## src/rtl/core/button_click_classifier_macros.svh

```systemverilog
// Assertion macros for the button click classifier.
`ifndef BUTTON_CLICK_CLASSIFIER_MACROS_SVH
`define BUTTON_CLICK_CLASSIFIER_MACROS_SVH

// Same-cycle implication, off while reset is asserted.
`define BCC_ASSERT_NOW(label, clk, rst_n, ante, cons) \
    label: assert property (@(posedge clk) disable iff (!(rst_n)) (ante) |-> (cons)) \
        else $error("assertion failed");

// Next-cycle implication, off while reset is asserted.
`define BCC_ASSERT_NEXT(label, clk, rst_n, ante, cons) \
    label: assert property (@(posedge clk) disable iff (!(rst_n)) (ante) |=> (cons)) \
        else $error("assertion failed");

`endif

```

## src/rtl/core/bcc_pkg.sv

```systemverilog
`default_nettype none

package bcc_pkg;

    localparam int unsigned PHASE_W = 3;
    localparam int unsigned COUNT_W = 8;
    localparam int unsigned EVENT_W = 2;
    localparam int unsigned CFG_IDX_W = 2;
    localparam int unsigned CFG_DATA_W = 8;

    // press phases
    localparam logic [PHASE_W-1:0] PH_IDLE     = 3'd0;
    localparam logic [PHASE_W-1:0] PH_DEBOUNCE = 3'd1;
    localparam logic [PHASE_W-1:0] PH_PRESSED  = 3'd2;
    localparam logic [PHASE_W-1:0] PH_LONG     = 3'd3;
    localparam logic [PHASE_W-1:0] PH_WAIT     = 3'd4;
    localparam logic [PHASE_W-1:0] PH_SECOND   = 3'd5;

    // click events
    localparam logic [EVENT_W-1:0] EV_NONE   = 2'd0;
    localparam logic [EVENT_W-1:0] EV_SINGLE = 2'd1;
    localparam logic [EVENT_W-1:0] EV_DOUBLE = 2'd2;
    localparam logic [EVENT_W-1:0] EV_LONG   = 2'd3;

    // register indexes
    localparam logic [CFG_IDX_W-1:0] CFG_LONG_TICKS  = 2'd0;
    localparam logic [CFG_IDX_W-1:0] CFG_DOUBLE_WAIT = 2'd1;
    localparam logic [CFG_IDX_W-1:0] CFG_PRESS_LEVEL = 2'd2;

    // register reset values
    localparam logic [COUNT_W-1:0] LONG_TICKS_RST  = 8'd50;
    localparam logic [COUNT_W-1:0] DOUBLE_WAIT_RST = 8'd25;
    localparam logic               PRESS_LEVEL_RST = 1'b0;

    typedef struct packed {
        logic [COUNT_W-1:0] long_press_ticks;
        logic [COUNT_W-1:0] double_wait_ticks;
        logic               pressed_level;
    } t_cfg;

endpackage

`default_nettype wire

```

## src/rtl/core/bcc_cfg.sv

```systemverilog
`default_nettype none

module bcc_cfg (
    input  wire logic                           i_clk,
    input  wire logic                           i_rst_n,
    input  wire logic                           i_cfg_we,
    input  wire logic [bcc_pkg::CFG_IDX_W-1:0]  i_cfg_index,
    input  wire logic [bcc_pkg::CFG_DATA_W-1:0] i_cfg_data,
    output bcc_pkg::t_cfg                       o_cfg
);
    import bcc_pkg::*;

    t_cfg r_cfg;
    t_cfg n_cfg;

    always_comb begin
        n_cfg = r_cfg;
        if (i_cfg_we) begin
            unique case (i_cfg_index)
                CFG_LONG_TICKS:  n_cfg.long_press_ticks  = i_cfg_data[COUNT_W-1:0];
                CFG_DOUBLE_WAIT: n_cfg.double_wait_ticks = i_cfg_data[COUNT_W-1:0];
                CFG_PRESS_LEVEL: n_cfg.pressed_level     = i_cfg_data[0];
                default:         n_cfg = r_cfg;  // unmapped index, ignored
            endcase
        end
    end

    always_ff @(posedge i_clk) begin
        if (!i_rst_n) begin
            r_cfg.long_press_ticks  <= LONG_TICKS_RST;
            r_cfg.double_wait_ticks <= DOUBLE_WAIT_RST;
            r_cfg.pressed_level     <= PRESS_LEVEL_RST;
        end else begin
            r_cfg <= n_cfg;
        end
    end

    assign o_cfg = r_cfg;

endmodule

`default_nettype wire

```

## src/rtl/core/bcc_fsm.sv

```systemverilog
`default_nettype none
`include "button_click_classifier_macros.svh"

module bcc_fsm (
    input  wire logic                        i_clk,
    input  wire logic                        i_rst_n,
    input  wire logic                        i_step,
    input  wire logic                        i_pin_level,
    input  wire bcc_pkg::t_cfg               i_cfg,
    output logic [bcc_pkg::EVENT_W-1:0]      o_event
);
    import bcc_pkg::*;

    logic [PHASE_W-1:0] r_phase;
    logic [PHASE_W-1:0] n_phase;
    logic [COUNT_W-1:0] r_count;
    logic [COUNT_W-1:0] n_count;
    logic [EVENT_W-1:0] n_event;
    logic               held;
    logic               long_hit;
    logic               wait_hit;
    logic [COUNT_W-1:0] count_inc;

    assign held      = (i_pin_level == i_cfg.pressed_level);
    assign long_hit  = (r_count >= i_cfg.long_press_ticks);
    assign wait_hit  = (r_count >= i_cfg.double_wait_ticks);
    assign count_inc = r_count + COUNT_W'(1);  // only taken below a limit, no wrap

    always_comb begin
        n_phase = r_phase;
        n_count = r_count;
        n_event = EV_NONE;
        unique case (r_phase)
            PH_IDLE: begin
                n_phase = held ? PH_DEBOUNCE : PH_IDLE;
            end
            PH_DEBOUNCE: begin
                n_phase = held ? PH_PRESSED : PH_IDLE;
            end
            PH_PRESSED: begin
                if (held && long_hit) begin
                    n_phase = PH_LONG;
                    n_count = '0;
                end else if (held) begin
                    n_count = count_inc;
                end else begin
                    n_phase = PH_WAIT;
                    n_count = '0;
                end
            end
            PH_LONG: begin
                n_count = '0;
                if (!held) begin
                    n_phase = PH_IDLE;
                    n_event = EV_LONG;
                end
            end
            PH_WAIT: begin
                if (!held && wait_hit) begin
                    n_phase = PH_IDLE;
                    n_count = '0;
                    n_event = EV_SINGLE;
                end else if (!held) begin
                    n_count = count_inc;
                end else begin
                    n_phase = PH_SECOND;
                    n_count = '0;
                end
            end
            PH_SECOND: begin
                // held to the long limit: single click now, long press on release
                if (held && long_hit) begin
                    n_phase = PH_LONG;
                    n_count = '0;
                    n_event = EV_SINGLE;
                end else if (held) begin
                    n_count = count_inc;
                end else begin
                    n_phase = PH_IDLE;
                    n_count = '0;
                    n_event = EV_DOUBLE;
                end
            end
            default: begin
                n_phase = PH_IDLE;
                n_count = '0;
            end
        endcase
    end

    always_ff @(posedge i_clk) begin
        if (!i_rst_n) begin
            r_phase <= PH_IDLE;
            r_count <= '0;
        end else if (i_step) begin
            r_phase <= n_phase;
            r_count <= n_count;
        end
    end

    assign o_event = n_event;

    `BCC_ASSERT_NOW(a_count_clear_idle, i_clk, i_rst_n,
        (r_phase == PH_IDLE) || (r_phase == PH_DEBOUNCE) || (r_phase == PH_LONG),
        r_count == '0)
    `BCC_ASSERT_NEXT(a_hold_when_stalled, i_clk, i_rst_n, !i_step,
        $stable(r_phase) && $stable(r_count))
    `BCC_ASSERT_NOW(a_long_only_from_long, i_clk, i_rst_n, n_event == EV_LONG,
        r_phase == PH_LONG)

endmodule

`default_nettype wire

```

## src/rtl/core/button_click_classifier.sv

```systemverilog
// Button click classifier: one pin sample in, one click event out per item.
// Path: an accepted sample waits in the input register, then its event goes to the result register.
// Throughput: 1 item per cycle while the output is not stalled; phase/counter update is combinational.
// Reset: synchronous active-low i_rst_n clears phase, counter and both valid flags,
// and loads the registers with long 50, double wait 25, pressed level 0.
`default_nettype none
`include "button_click_classifier_macros.svh"

module button_click_classifier (
    input  wire logic                           i_clk,
    input  wire logic                           i_rst_n,
    // config write port
    input  wire logic                           i_cfg_we,
    input  wire logic [bcc_pkg::CFG_IDX_W-1:0]  i_cfg_index,
    input  wire logic [bcc_pkg::CFG_DATA_W-1:0] i_cfg_data,
    // input channel
    input  wire logic                           i_in_valid,
    output logic                                o_in_stall,
    input  wire logic                           i_pin_level,
    // output channel
    output logic                                o_out_valid,
    input  wire logic                           i_out_stall,
    output logic [bcc_pkg::EVENT_W-1:0]         o_click_event
);
    import bcc_pkg::*;

    t_cfg               cfg;
    logic [EVENT_W-1:0] step_event;

    // input register
    logic r_in_valid;
    logic r_in_pin;
    // result register
    logic               r_out_valid;
    logic [EVENT_W-1:0] r_out_event;

    logic in_take;
    logic advance;

    // an item moves from input to result register when the result slot is
    // empty or being taken this cycle; the FSM steps on the same edge
    assign advance    = r_in_valid && (!r_out_valid || !i_out_stall);
    assign o_in_stall = r_in_valid && !advance;
    assign in_take    = i_in_valid && !o_in_stall;

    bcc_cfg u_cfg (
        .i_clk       (i_clk),
        .i_rst_n     (i_rst_n),
        .i_cfg_we    (i_cfg_we),
        .i_cfg_index (i_cfg_index),
        .i_cfg_data  (i_cfg_data),
        .o_cfg       (cfg)
    );

    bcc_fsm u_fsm (
        .i_clk       (i_clk),
        .i_rst_n     (i_rst_n),
        .i_step      (advance),
        .i_pin_level (r_in_pin),
        .i_cfg       (cfg),
        .o_event     (step_event)
    );

    always_ff @(posedge i_clk) begin
        if (!i_rst_n) begin
            r_in_valid <= 1'b0;
        end else if (in_take) begin
            r_in_valid <= 1'b1;
        end else if (advance) begin
            r_in_valid <= 1'b0;
        end
    end

    // payload, no reset
    always_ff @(posedge i_clk) begin
        if (in_take) begin
            r_in_pin <= i_pin_level;
        end
    end

    always_ff @(posedge i_clk) begin
        if (!i_rst_n) begin
            r_out_valid <= 1'b0;
        end else if (advance) begin
            r_out_valid <= 1'b1;
        end else if (!i_out_stall) begin
            r_out_valid <= 1'b0;
        end
    end

    always_ff @(posedge i_clk) begin
        if (advance) begin
            r_out_event <= step_event;
        end
    end

    assign o_out_valid   = r_out_valid;
    assign o_click_event = r_out_event;

    `BCC_ASSERT_NEXT(a_advance_fills_out, i_clk, i_rst_n, advance, r_out_valid)
    `BCC_ASSERT_NEXT(a_blocked_item_kept, i_clk, i_rst_n, o_in_stall,
        r_in_valid && $stable(r_in_pin))
    `BCC_ASSERT_NOW(a_stall_only_when_full, i_clk, i_rst_n, o_in_stall,
        r_in_valid && r_out_valid && i_out_stall)

endmodule

`default_nettype wire

```

## config.mk

```make
export PLATFORM = sky130hd
export DESIGN_NAME = button_click_classifier
export DESIGN_NICKNAME = d
export VERILOG_FILES = /design/src/rtl/core/bcc_pkg.sv /design/src/rtl/core/bcc_cfg.sv /design/src/rtl/core/bcc_fsm.sv /design/src/rtl/core/button_click_classifier.sv
export VERILOG_INCLUDE_DIRS = /design/src /design/src/rtl/core
export SDC_FILE = /design/constraint.sdc
export NUM_CORES = 1
export LEC_CHECK = 0
export BUFFER_PORTS_ARGS = -buffer_cell sky130_fd_sc_hd__buf_2
export CAP_MARGIN = 15
export CORE_MARGIN = 2
export CORE_UTILIZATION = 45
export CTS_CLUSTER_SIZE = 8
export DETAILED_ROUTE_END_ITERATION = 7
export PLACE_DENSITY = 0.76
export SLEW_MARGIN = 20
export SYNTH_ARGS = -nofsm -noshare
export SYNTH_HDL_FRONTEND = slang
export SYNTH_HIERARCHICAL = 1
export SYNTH_SLANG_ARGS = --single-unit
export TNS_END_PERCENT = 50
```

## constraint.sdc

```tcl
create_clock -name i_clk -period 2.5 [get_ports i_clk]
set_input_delay 0.5 -clock i_clk [delete_from_list [all_inputs] [get_ports i_clk]]
set_output_delay 0.5 -clock i_clk [all_outputs]
set_load 0.005 [all_outputs]
```

==> results of run 1 <==
-- cell usage after synthesis, drive strengths merged, types with 2 or more instances --
| master | n |
|---|---|
| and3 | 5 |
| o21ai | 7 |
| o22ai | 4 |
| a21o | 2 |
| or2b | 2 |
| nor2 | 5 |
| edfxtp | 3 |
| nand4bb | 2 |
| a31oi | 6 |
| a21oi | 5 |
| nand3 | 8 |
| nand4b | 2 |
| a221oi | 2 |
| nor2b | 6 |
| nand2b | 6 |
| inv | 24 |
| nand4 | 4 |
| dfxtp | 30 |
| mux2i | 16 |
| buf | 5 |
| ha | 17 |
| and2 | 2 |
| clkbuf | 2 |
| nand2 | 26 |
| o211ai | 4 |
| o21a | 3 |
-- worst max-delay path, delay by kind of cell, from the launching register on --
kind                     cells  cell delay [ps]
AO/OA/AOI/OAI                4             1060
adder cells (fa/ha/maj)      1              280
buffers and inverters        2              250
flip-flops                   1              370
multiplexers                 1              150
AND/OR/NAND/NOR              1              140
-- sequential cells by signal, indices dropped and copies added, names as in the netlist --
name	count
u_fsm/r_phase	3
u_fsm/r_count	8
o_out_valid	1
r_in_pin	1
u_cfg/o_cfg	17
r_in_valid	1
o_click_event	2
-- layout make-up --
class                      instances  area, µm²  area share
tap                               52       65.1      0.0287
multi-input combinational        154       1150       0.507
clock buffer                       7       96.3      0.0425
clock inverter                     1       5.00     0.00221
sequential                        33        692       0.305
timing repair buffer              29        170      0.0750
inverter                          24       90.1      0.0397
-- report_power, final --
| group | total, W | internal [W] | switching, W |
|---|---|---|---|
| clock network | 0.000449 | 0.000249 | 0.000201 |
| registers | 0.000566 | 0.000551 | 0.0000148 |
| logic | 0.000131 | 0.0000607 | 0.0000705 |
-- through the flow --
step                      worst slack, ps  total power [W]   util  instance area [µm²]
after floorplan                       268         0.000667      -                 1990
final                                 190          0.00115  0.528                 2270
after global routing                 16.4          0.00119  0.528                 2270
after global placement                135         0.000703  0.504                 2170
after CTS                            71.9          0.00116  0.528                 2270
after detailed placement              103         0.000708  0.504                 2170
-- worst max path at each step --
| stage | start | to | slack (ps) | cells past startpoint |
|---|---|---|---|---|
| after floorplan | u_fsm/r_count[0] | u_fsm/r_count[3] | 270 | 9 |
| after global placement | u_fsm/r_count[0] | u_fsm/r_count[4] | 130 | 9 |
| after detailed placement | u_fsm/r_count[0] | u_fsm/r_count[7] | 100 | 9 |
| after CTS | u_fsm/r_count[0] | u_fsm/r_count[4] | 70 | 9 |
| after global routing | u_cfg/o_cfg[7] | u_fsm/r_phase[1] | 20 | 8 |
| final | u_fsm/r_count[0] | u_fsm/r_count[4] | 190 | 9 |
-- routing by layer --
layer  GRT usage  up-vias
met5           0        -
met2       0.291       51
li1            -      846
met3      0.0399        8
met1       0.228      766
met4      0.0901        0
-- kinds of logic (layout without fill, tap and decap cells) --
kind of cell	Yosys count	after routing	synth area share
AND/OR/NAND/NOR	73	73	0.212
XOR/XNOR	2	2	0.00880
adder cells (fa/ha/maj)	17	17	0.107
flip-flops	33	33	0.347
buffers and inverters	32	61	0.0760
multiplexers	16	16	0.0804
AO/OA/AOI/OAI	46	46	0.170
-- timing repair --
action / in CTS / in global routing
resized for setup: 0 / 1
endpoints found under the setup margin: 0 / 7
hold buffers: 0 / 0
==> metrics.txt, run 1 <==
outcome=completed; # fillers=between 300 and 400; clock transition at the registers of the reported paths=70 ps; Mapped Nets=252; Post-synth EDFFs=3; Seq/Total Area, Yosys=0.347; reg-to-reg endpoint=u_fsm/r_count[4]; most common cell after layout, fill and taps aside=dfxtp_1; cell taking the most area after synthesis=dfxtp_1; Leakage=1.02 nW; CP endpoint kind=flop; PD cells=505 nW/µm²; f_max=433 MHz; DIE AREA=roughly 5000 µm²; share of the synthesized area in the top cell type=0.302; Core Region=4290 µm²; max cap viols=0; yosys warns=6; unrepaired setup endpoints after global routing=false; startpoint types=flop; post-DP HPWL=3.14 mm; crit path max-delay cell type=a2111o_1; WL met3=204 µm; CTS tree=built; Max Slew Vio Count=0; crit-path max cell delay=roughly 430 ps; Routed Wire Length=4.17 mm; residual DRC count=0; Detail Route met2 WL=1.99 mm; Post-synth ARST share=0; final non-filler cell total=300; Setup-failing EPs final=0; Die Ht=roughly 70 µm; HP Start=i_pin_level; clk buf depth=2; Crit Path Category=flop to flop; worst r2r path cells=9; Max-Slew Margin vs Limit=0.575; row cnt=24; number of global-route vias before repair=approximately 1600; input/output buffers=19; synthesized area=roughly 2000 µm²; largest net degree at the start of global routing=31; final hold vios=0; post-layout min period=approximately 2300 ps; clk_lat worst skew=~290 ps; Initial Util=0.464; metal1 wirelength=1.89 mm; fraction of layout cells with a size suffix above 1=0.202; commonest cells after routing, fill and taps aside=29 x dfxtp_1, 25 x nand2_1, 24 x inv_1, 19 x buf_2, 17 x ha_1; Area Growth Syn to Fin=13.9%; DR WL/cell=roughly 14 µm; hold slack final=380 ps; average cell area after synthesis=slightly above 9 µm²; Cells after DPL=292; Max IR drop VDD=388 µV; post-route ant nets=0; Hold/Removal Path Class=primary input to flop; Antenna diodes=0; critical path peak fanout=6; all-layer global routing usage=0.180; # Post-CTS Setup Buffers=0; vias per cell=5.57; first-pass GRT wire length=7.16 mm; fin crit share=0.924; post-synthesis cell count=219; WHS Endpoint=r_in_pin; Main synth FF type=dfxtp_1; CTS H-tree lvls=2; initial antenna violation count=0; r2r startpoint=u_fsm/r_count[0]; 1st-pass router iterations=4; synthesis-stage register bit count=33; Top Metal Used=met4; gpl congestion=0.883; Synth area leaders=dfxtp_1 30%, ha_1 11%, mux2i_1 8.0%, nand2_1 4.7%, edfxtp_1 4.5%; CTS Buf Count=5; io pins=20; final setup TNS=0 ps; Hold Path Cell Cnt=1; Die X=70.5 µm; Clock Skews=4.65 ps; Iteration-0 DRC Markers=100; clk sinks=33; Worst EP required=2720 ps; root buffer cell=clkbuf_8; via count=1671; GRT overflow=0; Least-Margin Pin Slew=632 ps; r2r setup slk=190 ps; crit path DAT=roughly 2500 ps; Unique masters post-synth=52; crit-path cells=inv_1, ha_1, nand2b_4, a2111o_1, a311o_1, o22ai_2, buf_4, a31oi_1, mux2i_1; final net count=between 200 and 300
Power figures use the tool's default switching activity.
==> inputs of run 2 (changes only) <==
--- a/config.mk
+++ b/config.mk
@@ -12,6 +12,7 @@
 export CORE_UTILIZATION = 45
 export CTS_CLUSTER_SIZE = 8
 export DETAILED_ROUTE_END_ITERATION = 7
+export GPL_TIMING_DRIVEN = 0
 export PLACE_DENSITY = 0.76
 export SLEW_MARGIN = 20
 export SYNTH_ARGS = -nofsm -noshare
==> metrics.txt, run 2 (synthesis results as in run 1) <==
outcome=completed; row cnt=24; vias per cell=approximately 5.5; unrepaired setup endpoints after global routing=false; number of global-route vias before repair=about 1500; r2r setup slk=140 ps; final core utilization=0.522; residual DRC count=0; CTS tree=built; final net count=278; Least-Margin Pin Slew=713 ps; crit-path max cell delay=430 ps; f_max=between 400 and 500 MHz; largest net degree at the start of global routing=15; Die X=70.5 µm; Core Region=4290 µm²; Area Growth Syn to Fin=12.5%; GRT overflow=0; clk_lat worst skew=270 ps; Leakage=0.991 nW; initial antenna violation count=0; PD cells=approximately 480 nW/µm²; root buffer cell=clkbuf_8; Hold/Removal Path Class=primary input to flop; crit path DAT=2560 ps; hold slack final=~410 ps; fin crit share=0.944; Iteration-0 DRC Markers=125; Antenna diodes=0; DIE AREA=~5000 µm²; crit-path cells=inv_1, ha_1, nand2b_4, a2111o_1, a311o_1, o22ai_2, buf_6, a31oi_1, o22ai_1; Buf/Inv on CP=2; DR WL/cell=13.3 µm; CP endpoint kind=flop; max cap viols=0; fraction of layout cells with a size suffix above 1=0.187; most common cell after layout, fill and taps aside=dfxtp_1; commonest cells after routing, fill and taps aside=29 x dfxtp_1, 25 x nand2_1, 24 x inv_1, 21 x buf_2, 17 x ha_1; Power, Total=0.00108 W; CTS H-tree lvls=2; Max IR drop VDD=roughly 410 µV; critical path peak fanout=10; clock transition at the registers of the reported paths=70 ps; post-layout min period=approximately 2400 ps; clk sinks=33; 1st-pass router iterations=5; # Post-CTS Setup Buffers=0; first-pass GRT wire length=~6.7 mm; reg-to-reg endpoint=u_fsm/r_count[7]; worst r2r path cells=9; input/output buffers=19; Stages on worst setup path=9; all-layer global routing usage=0.165; Max-Slew Margin vs Limit=0.524; final hold vios=0; Setup-failing EPs final=0; Max Slew Vio Count=0; CP top delay family=compound AO/OA/AOI/OAI gates; gpl congestion=0.772; Crit. Startpoint=u_fsm/r_count[0]; Crit Path Category=flop to flop; post-route ant nets=0; Routed Wire Length=around 4.0 mm; via count=1652; max FFs per register=17; Initial Util=0.464; Die Ht=~70 µm; post-DP HPWL=2.88 mm; post_cts resized=0; r2r startpoint=u_fsm/r_count[0]; CP endpoint=u_fsm/r_count[7]; # hold bufs at CTS=0; crit path max-delay cell type=a2111o_1; Worst EP required=approximately 2700 ps; CTS Buf Count=5; clk buf depth=2; Clock Skews=1.68 ps; startpoint types=flop; io pins=20
==> run 2: cell count changes in the layout (fill, tap and decap cells not counted), sizes merged <==
cell	delta
buf	-5
clkbuf	+1
clkdlybuf4s25	+1
clkinv	+1
==> run 2: through the flow <==
stage / cell area [µm²] / TNS, ps / worst slack [ps] / cells
6_report: 2240 / 0 / 141 / 298
3_5_place_dp: 2150 / -763 / -134 / 290
4_1_cts: 2230 / 0 / 67.4 / 298
3_3_place_gp: 2150 / -495 / -100 / 290
5_1_grt: 2240 / 0 / 19.1 / 298
2_1_floorplan: 1990 / 0 / 268 / 219
==> run 2: worst min path at each step <==
| stage | startpoint | endpoint | slack [ps] | depth (start not counted) |
|---|---|---|---|---|
| 2_1_floorplan | u_cfg/o_cfg[12] | u_cfg/o_cfg[12] | 430 | 2 |
| 3_3_place_gp | u_cfg/o_cfg[8] | u_cfg/o_cfg[8] | 450 | 2 |
| 3_5_place_dp | u_cfg/o_cfg[7] | u_cfg/o_cfg[7] | 450 | 2 |
| 4_1_cts | i_pin_level | r_in_pin | 400 | 1 |
| 5_1_grt | i_pin_level | r_in_pin | 390 | 1 |
| 6_report | i_pin_level | r_in_pin | 410 | 1 |
==> run 2: area by class of cell <==
| cell class | instances | area [µm²] |
|---|---|---|
| well taps | 52 | 65.1 |
| multi-input cells | 154 | 1150 |
| clock buffers | 6 | 72.6 |
| flip-flops and latches | 33 | 692 |
| repair buffers | 19 | 95.1 |
| fillers | 400 | 2050 |
| clock inverters | 2 | 10.0 |
| plain buffers | 8 | 61.3 |
| inverters | 24 | 90.1 |
==> run 2: routing by layer <==
metal	vias to the layer above	wire length, µm	global-route usage
li1	838	-	-
met1	775	1900	0.226
met2	35	1850	0.261
met3	4	153	0.0356
met4	0	56	0.0545
met5	-	0	0
==> run 2: where the power goes <==
group	internal (W)	switching, W	leakage [nW]
combinational	0.0000627	0.0000743	0.672
sequential	0.000551	0.0000116	0.273
clock	0.000193	0.000187	0.0450
==> inputs of run 3 (changes only) <==
--- a/config.mk
+++ b/config.mk
@@ -8,11 +8,11 @@
 export LEC_CHECK = 0
 export BUFFER_PORTS_ARGS = -buffer_cell sky130_fd_sc_hd__buf_2
 export CAP_MARGIN = 15
+export CORE_ASPECT_RATIO = 1.25
 export CORE_MARGIN = 2
 export CORE_UTILIZATION = 45
 export CTS_CLUSTER_SIZE = 8
 export DETAILED_ROUTE_END_ITERATION = 7
-export GPL_TIMING_DRIVEN = 0
 export PLACE_DENSITY = 0.76
 export SLEW_MARGIN = 20
 export SYNTH_ARGS = -nofsm -noshare
==> constraint.sdc (replaced) <==
create_clock -name i_clk -period 2.9 [get_ports i_clk]
set_input_delay 0.58 -clock i_clk [delete_from_list [all_inputs] [get_ports i_clk]]
set_output_delay 0.58 -clock i_clk [all_outputs]
set_load 0.005 [all_outputs]
==> metrics.txt, run 3 (synthesis results as in run 1) <==
Max-Slew Margin vs Limit=0.568; Least-Margin Pin Slew=between 600 and 700 ps; r2r setup slk=280 ps; Max Slew Vio Count=0; Hold Path Cell Cnt=2; max cap viols=0; Clock Skews=4.39 ps; critical path peak fanout=8; outcome=completed; reg-to-reg endpoint=u_fsm/r_count[3]; initial antenna violation count=0; via count=1641; Area Growth Syn to Fin=11.6%; Initial Util=0.461; unrepaired setup endpoints after global routing=false; f_max=382 MHz; row cnt=27; input/output buffers=19; GRT overflow=0; max FFs per register=17; HP Start=u_cfg/o_cfg[2]; DR WL/cell=13.5 µm; Core Region=4320 µm²; # fillers=439; residual DRC count=0; number of global-route vias before repair=1642; CTS H-tree lvls=2; r2r startpoint=u_fsm/r_count[0]; Post-Place Cell Area=2120 µm²; WHS Endpoint=u_cfg/o_cfg[2]; Antenna diodes=0; PD cells=between 400 and 500 nW/µm²; register area=691 µm²; all-layer global routing usage=0.178; 1st-pass router iterations=4; crit path DAT=2820 ps; fraction of layout cells with a size suffix above 1=0.174; clk_lat worst skew=290 ps; post-route ant nets=0; worst r2r path cells=8; clk buf depth=2; CTS tree=built; root buffer cell=clkbuf_8; Routed Wire Length=4.02 mm; clock transition at the registers of the reported paths=70 ps; CTS Buf Count=5; DIE AREA=4980 µm²; gpl congestion=0.867; vias per cell=roughly 5.5; Max IR drop VDD=between 300 and 400 µV; Worst EP required=3090 ps; post-DP HPWL=3.01 mm; startpoint types=flop; final setup TNS=0 ps; fin crit share=0.904; final hold vios=0; # Post-CTS Setup Buffers=0; Die Ht=78.4 µm; # hold bufs at CTS=0; commonest cells after routing, fill and taps aside=30 x dfxtp_1, 25 x nand2_1, 24 x inv_1, 19 x buf_2, 17 x ha_1; Final Cell Area=2220 µm²; post-layout min period=roughly 2600 ps; CP endpoint kind=flop; first-pass GRT wire length=roughly 7.0 mm; io pins=20; clk sinks=33; largest net degree at the start of global routing=32; post_cts resized=0; most common cell after layout, fill and taps aside=dfxtp_1; Setup-failing EPs final=0; final net count=273; Hold/Removal Path Class=flop to flop; Crit Path Category=flop to flop; Iteration-0 DRC Markers=about 80; area of the multi-input gates=about 1100 µm²; Die X=63.5 µm; Leakage=~0.98 nW
==> run 3: changes by cell type in the layout (fill, tap and decap cells not counted), moves of 2 or more <==
cell	change
buf_4	+3
buf_6	-3
clkbuf_1	-3
buf_2	-2
clkbuf_8	+2
==> run 3: layout make-up <==
cell class | instances | area share
well taps | 58 | 0.0327
repair buffers | 22 | 0.0529
clock inverters | 1 | 0.00225
multi-input cells | 154 | 0.517
flip-flops and latches | 33 | 0.311
clock buffers | 7 | 0.0434
inverters | 24 | 0.0405
==> run 3: worst max path at each step <==
stage,startpoint,end,slack (ps),depth (start not counted)
finish,u_fsm/r_count[0],u_fsm/r_count[3],280,8
global route,u_fsm/r_count[0],u_fsm/r_count[3],120,8
CTS,u_fsm/r_count[0],u_fsm/r_count[3],290,8
detailed placement,u_fsm/r_count[0],u_fsm/r_count[3],330,8
global placement,u_fsm/r_count[0],u_fsm/r_count[3],420,8
floorplan,u_fsm/r_count[0],u_fsm/r_count[3],670,9
==> run 3: where the power goes <==
| part | leakage, nW | switching (W) | internal (W) |
|---|---|---|---|
| Combinational | 0.651 | 0.0000599 | 0.0000500 |
| Sequential | 0.273 | 0.0000119 | 0.000475 |
| Clock | 0.0542 | 0.000170 | 0.000214 |
==> run 3: worst max-delay path, stage by stage (launching register included) <==
cell      delay (ps)
dfxtp_1          400
inv_1            100
ha_1             290
nand2b_4         140
a2111o_1         440
a311o_1          410
o22ai_2          360
nand2_2          140
o311ai_2         260
==> run 3: per-layer routing <==
| metal | vias up | wire length [µm] | track usage |
|---|---|---|---|
| met5 | - | 0 | 0 |
| met4 | 0 | 99 | 0.0891 |
| met3 | 9 | 185 | 0.0401 |
| met2 | 50 | 2000 | 0.308 |
| met1 | 751 | 1740 | 0.203 |
| li1 | 831 | - | - |
==> run 3: metrics by stage <==
stage	setup slack, ps	utilization	hold WS [ps]	total power, W	cells
6_report	279	0.514	457	0.000981	299
3_3_place_gp	418	0.490	443	0.000603	291
2_1_floorplan	668	-	435	0.000575	219
4_1_cts	295	0.514	460	0.000990	299
5_1_grt	120	0.514	468	0.00102	299
3_5_place_dp	327	0.490	450	0.000606	291
